<file path="src/guest_memory_bus_decoder_top_assert.svh">
// ----------------------------------------------------------------------------
// Assertion macros for the guest memory bus decoder
// Implication checks that compile away when SYNTH is defined.
// ----------------------------------------------------------------------------
`ifndef GUEST_MEMORY_BUS_DECODER_TOP_ASSERT_SVH
`define GUEST_MEMORY_BUS_DECODER_TOP_ASSERT_SVH

`ifndef SYNTH
// same-cycle implication
`define GMBD_ASSERT_IMP(lbl, ante, cons) \
  lbl: assert property (@(posedge clk) disable iff (!rst_n) (ante) |-> (cons)) \
    else $error("gmbd: same-cycle check failed");
// next-cycle implication
`define GMBD_ASSERT_NEXT(lbl, ante, cons) \
  lbl: assert property (@(posedge clk) disable iff (!rst_n) (ante) |=> (cons)) \
    else $error("gmbd: next-cycle check failed");
`else
`define GMBD_ASSERT_IMP(lbl, ante, cons)
`define GMBD_ASSERT_NEXT(lbl, ante, cons)
`endif

`endif

</file>
<file path="src/gmbd_pkg.sv">
// ----------------------------------------------------------------------------
// gmbd_pkg
// Codes, address windows and the decode record shared by the bus decoder.
// ----------------------------------------------------------------------------
package gmbd_pkg;

  localparam logic KIND_READ  = 1'b0;
  localparam logic KIND_WRITE = 1'b1;

  localparam logic [1:0] SIZE_BYTE = 2'd0;
  localparam logic [1:0] SIZE_WORD = 2'd1;
  localparam logic [1:0] SIZE_LONG = 2'd2;
  localparam logic [1:0] SIZE_RSVD = 2'd3;

  localparam logic [1:0] FAULT_NONE       = 2'd0;
  localparam logic [1:0] FAULT_UNMAPPED   = 2'd1;
  localparam logic [1:0] FAULT_MISALIGNED = 2'd2;

  // hardware windows, upper bound exclusive
  localparam logic [31:0] CHIP_LO = 32'h00DF_F000;
  localparam logic [31:0] CHIP_HI = 32'h00E0_0000;
  localparam logic [31:0] CIAB_LO = 32'h00BF_D000;
  localparam logic [31:0] CIAB_HI = 32'h00BF_E000;
  localparam logic [31:0] CIAA_LO = 32'h00BF_E000;
  localparam logic [31:0] CIAA_HI = 32'h00BF_F000;

  typedef struct packed {
    logic [1:0] fault;     // fault code, FAULT_NONE if clean
    logic       hw_sel;    // forward to hardware port
    logic       ram_go;    // clean RAM access
    logic [1:0] last_idx;  // bytes in access minus one
  } decode_t;

endpackage

</file>
<file path="src/gmbd_decode.sv">
// ----------------------------------------------------------------------------
// gmbd_decode
// Classifies one access: fault, hardware window or in-range RAM access.
// ----------------------------------------------------------------------------
module gmbd_decode import gmbd_pkg::*; #(
  parameter int unsigned MEM_BYTES = 524288
) (
  input  logic        kind,
  input  logic [1:0]  size,
  input  logic [31:0] address,
  output decode_t     dec
);

  logic       odd;
  logic       win;
  logic       over;
  logic [2:0] nbytes;

  assign odd = (size != SIZE_BYTE) && address[0];
  assign win = (address >= CHIP_LO && address < CHIP_HI) ||
               (address >= CIAB_LO && address < CIAB_HI) ||
               (address >= CIAA_LO && address < CIAA_HI);

  always_comb begin
    unique case (size)
      SIZE_BYTE: nbytes = 3'd1;
      SIZE_WORD: nbytes = 3'd2;
      default:   nbytes = 3'd4;
    endcase
  end

  assign over = ({1'b0, address} + 33'(nbytes)) > 33'(MEM_BYTES);

  always_comb begin
    dec.fault    = FAULT_NONE;
    dec.hw_sel   = 1'b0;
    dec.ram_go   = 1'b0;
    dec.last_idx = 2'(nbytes - 3'd1);
    priority if (size == SIZE_RSVD) begin
      dec.fault = FAULT_UNMAPPED;
    end else if (odd) begin
      dec.fault = (kind == KIND_WRITE) ? FAULT_MISALIGNED : FAULT_UNMAPPED;
    end else if (win) begin
      dec.hw_sel = 1'b1;
    end else if (over) begin
      dec.fault = FAULT_UNMAPPED;
    end else begin
      dec.ram_go = 1'b1;
    end
  end

endmodule

</file>
<file path="config.mk">
export PLATFORM = sky130hd
export DESIGN_NAME = gmbd_decode
export DESIGN_NICKNAME = d
export VERILOG_FILES = /design/src/guest_memory_bus_decoder_top_assert.svh /design/src/gmbd_pkg.sv /design/src/gmbd_decode.sv
export SDC_FILE = /design/constraint.sdc
export NUM_CORES = 1
export LEC_CHECK = 0
export ABC_AREA = 0
export BUFFER_PORTS_ARGS = -buffer_cell sky130_fd_sc_hd__buf_4
export CAP_MARGIN = 30
export CORE_MARGIN = 5
export CORE_UTILIZATION = 54
export DETAILED_ROUTE_END_ITERATION = 12
export PLACE_DENSITY_LB_ADDON = 0.2
export SYNTH_ARGS = -nofsm -noshare
export SYNTH_HDL_FRONTEND = slang
export SYNTH_SLANG_ARGS = --single-unit
</file>
<file path="constraint.sdc">
create_clock -name vclk -period 6.15
set_clock_uncertainty 0.05 [all_clocks]
set_input_delay 0.9225 -clock vclk [all_inputs]
set_output_delay 0.9225 -clock vclk [all_outputs]
set_load 0.05 [all_outputs]
</file>
==> impl_metrics.py <==
metrics = {
    "die": {
        "design.core.area_mm2": 0.00154,
        "fp.dieW_um": 50.7,
        "ios": 41,
        "rows": 14,
        "dieArea_mm2": 0.00257,
        "initial_utilization_pct": 58.0,
        "die_h_um": 50.7,
    },
    "setup_path": {
        "required_ns": 5.18,
        "cpMaxStageDelayCell": "mux2_1",
        "max_stage_delay_ns": 0.36,
        "cp_common_cell": "buf_4",
        "cp_cell_sequence": "buf_4 > nor2_1 > ha_1 > fa_1 > a21oi_1 > or3_1 > nor4_2 > mux2_1 > a2bb2oi_1 > and4bb_1 > and2_1 > buf_4",
        "endpoint_kind": "output port",
        "cp_data_arrival_time_ns": 3.67,
        "crit_path_start": "size[0]",
        "crit_fanout": 5,
        "cp-start-kind": "input pin",
        "path_class": "input pin to output port",
    },
    "sta": {
        "grt_setup_unrepaired": "false",
        "whs_ns": 2.11,
        "period_needed_ns": 4.64,
        "timing.final.crit_share_pct": 75.5,
        "worstMarginPinSlew_ns": 0.816,
        "tns_ns": 0,
        "fmax_ghz": 0.215,
        "final-hold-violation-count": 0,
        "relSlewSlack_pct": 44.2,
        "setup_viol": 0,
        "drv_slew": 0,
    },
    "place": {
        "post_dp_cell_area_mm2": 0.00121,
        "place.gp.congestion": 0.928,
        "place_inst": 187,
        "place_hpwl_um": 2450,
        "io_buffers": 41,
    },
    "layout": {
        "final_area_mm2": 0.00121,
        "clkbuf_count": 0,
        "fillers": 128,
        "area_delta_synth_final_pct": 35.9,
        "nNetsFinal": 212,
        "drive_above_1_share_pct": 28.7,
        "ff_latch_area_um2": 0,
        "seq_cell_count": 0,
        "num_antenna_cells": 0,
        "fin_cells": 187,
    },
    "clocking": {
        "cts_setup_buffers": 0,
        "cts_hold_buf": 0,
        "cts_resized": 0,
    },
    "global_routing": {
        "grt_max_degree": 9,
        "antenna_found_initial": 0,
        "grt_pass1_vias": 1155,
        "grt_usage_pct": 21.5,
        "grt_pass1_wl_um": 4700,
        "overflow": 0,
    },
    "flow_run": {
        "cap_violations": 0,
    },
    "power_and_ir_drop": {
        "p_comb_share_pct": 100.0,
        "p_seq_share_pct": 0,
        "pwr-share-clk_pct": 0,
        "swShare_pct": 54.7,
        "irDropWorstVdd_uv": 57.3,
        "p_int_mw": 0.0315,
        "power_density_mw_per_mm2": 57.4,
        "p_leak_nw": 0.507,
        "total_power_mw": 0.0696,
        "switchingPower_mw": 0.0381,
    },
    "detailed_routing": {
        "routedWlPerCell_um": 15.8,
        "antenna_left": 0,
        "first_pass_iters": 4,
        "drt_iter0_markers": 59,
        "vias": 1255,
        "wl_um": 2960,
        "viasPerCell": 6.71,
        "drc": 0,
    },
    "synth": {
        "synth_cell_types": 47,
        "synth_cells": 132,
        "avgSynthCellArea_um2": 6.77,
        "syn_nets": 171,
        "synth_area_um2": 893,
        "synth_warnings": 0,
        "yosysSeqAreaShare_pct": 0,
    },
    "outcome": {
        "outcome": "complete, no violations",
    },
    "worst_hold_path": {
        "whs_endpoint": "dec[1]",
        "hold-path-cell-count": 2,
        "hold_start": "size[1]",
        "hp-class": "input pin to output port",
    },
}
stage by stage:
step                util [%]  setup WS (ns)
floorplan                  -          0.392
global placement        78.7           1.65
detailed placement      78.7           1.53
CTS                     78.7           1.51
global route            78.7           1.32
finish                  78.7           1.51
cell usage after synthesis (all sizes together), types with 2 or more instances:
master	count	share of area [%]
or2	2	1.4
o21ai	2	1.1
nor3	7	5.2
nor3b	2	1.7
nand2	9	3.8
nand3	12	6.7
nor2b	3	2.1
a31oi	2	1.4
mux2	2	2.5
clkbuf	2	0.84
and3	7	4.9
a21oi	6	3.4
ha	3	4.2
mux2i	3	3.4
nor4	8	7.7
and2	2	1.4
inv	2	0.84
a211oi	5	4.8
xor2	6	5.9
xnor2	3	2.9
nand4	8	5.6
o2111ai	2	2.0
nor2	13	5.5
or3	3	2.1
layout make-up:
class | count | area [um^2] | share of cell area, %
timing repair buffer | 41 | 308 | 25.4
tap | 16 | 20.0 | 1.65
inverter | 2 | 7.51 | 0.619
multi-input combinational | 128 | 878 | 72.4
worst max-delay path: cells and delay by family:
kind,cells,cell delay (ns)
compound gates,2,0.28
fa+ha+maj,2,0.51
buf+inv,2,0.32
simple gates,5,1.27
mux,1,0.36
routing by layer:
layer	vias up	track usage [%]	share of wire [%]
li1	609	-	-
met1	575	26.0	40
met2	61	40.1	50
met3	10	1.18	7.1
met4	0	5.96	3.0
met5	-	0	0
logic make-up (layout without fill, tap and decap cells):
kind of cell | Yosys count | in the layout | synth area share, %
multiplexers | 5 | 5 | 5.88
buffers and inverters | 4 | 43 | 1.68
XOR/XNOR | 9 | 9 | 8.82
AO/OA/AOI/OAI | 28 | 28 | 22.7
AND/OR/NAND/NOR | 81 | 81 | 53.4
adder cells (fa/ha/maj) | 5 | 5 | 7.56
worst max-delay path by stage:
| stage | to | slack (ns) | cells after the start |
|---|---|---|---|
| 6_report | dec[2] | 1.51 | 12 |
| 5_1_grt | dec[2] | 1.32 | 12 |
| 4_1_cts | dec[2] | 1.51 | 12 |
| 3_5_place_dp | dec[2] | 1.53 | 12 |
| 3_3_place_gp | dec[2] | 1.65 | 12 |
| 2_1_floorplan | dec[4] | 0.39 | 5 |
power groups by stage:
stage          Clock (mW)  Combinational (mW)  Sequential, mW
6_report                0              0.0696               0
5_1_grt                 0              0.0758               0
4_1_cts                 0              0.0685               0
3_5_place_dp            0              0.0682               0
3_3_place_gp            0              0.0655               0
2_1_floorplan           0              0.0330               0
layout by cell type, fill, tap and decap left out, drive strengths merged, types with 3 or more instances in the layout:
| master | Yosys | routed |
|---|---|---|
| buf | 0 | 41 |
| nor2 | 13 | 13 |
| nand3 | 12 | 12 |
| nand2 | 9 | 9 |
| nand4 | 8 | 8 |
| nor4 | 8 | 8 |
| and3 | 7 | 7 |
| nor3 | 7 | 7 |
| a21oi | 6 | 6 |
| xor2 | 6 | 6 |
| a211oi | 5 | 5 |
| nor2b | 3 | 3 |
| or3 | 3 | 3 |
| mux2i | 3 | 3 |
| xnor2 | 3 | 3 |
| ha | 3 | 3 |
Note: power is estimated with default switching activity, not from simulation.
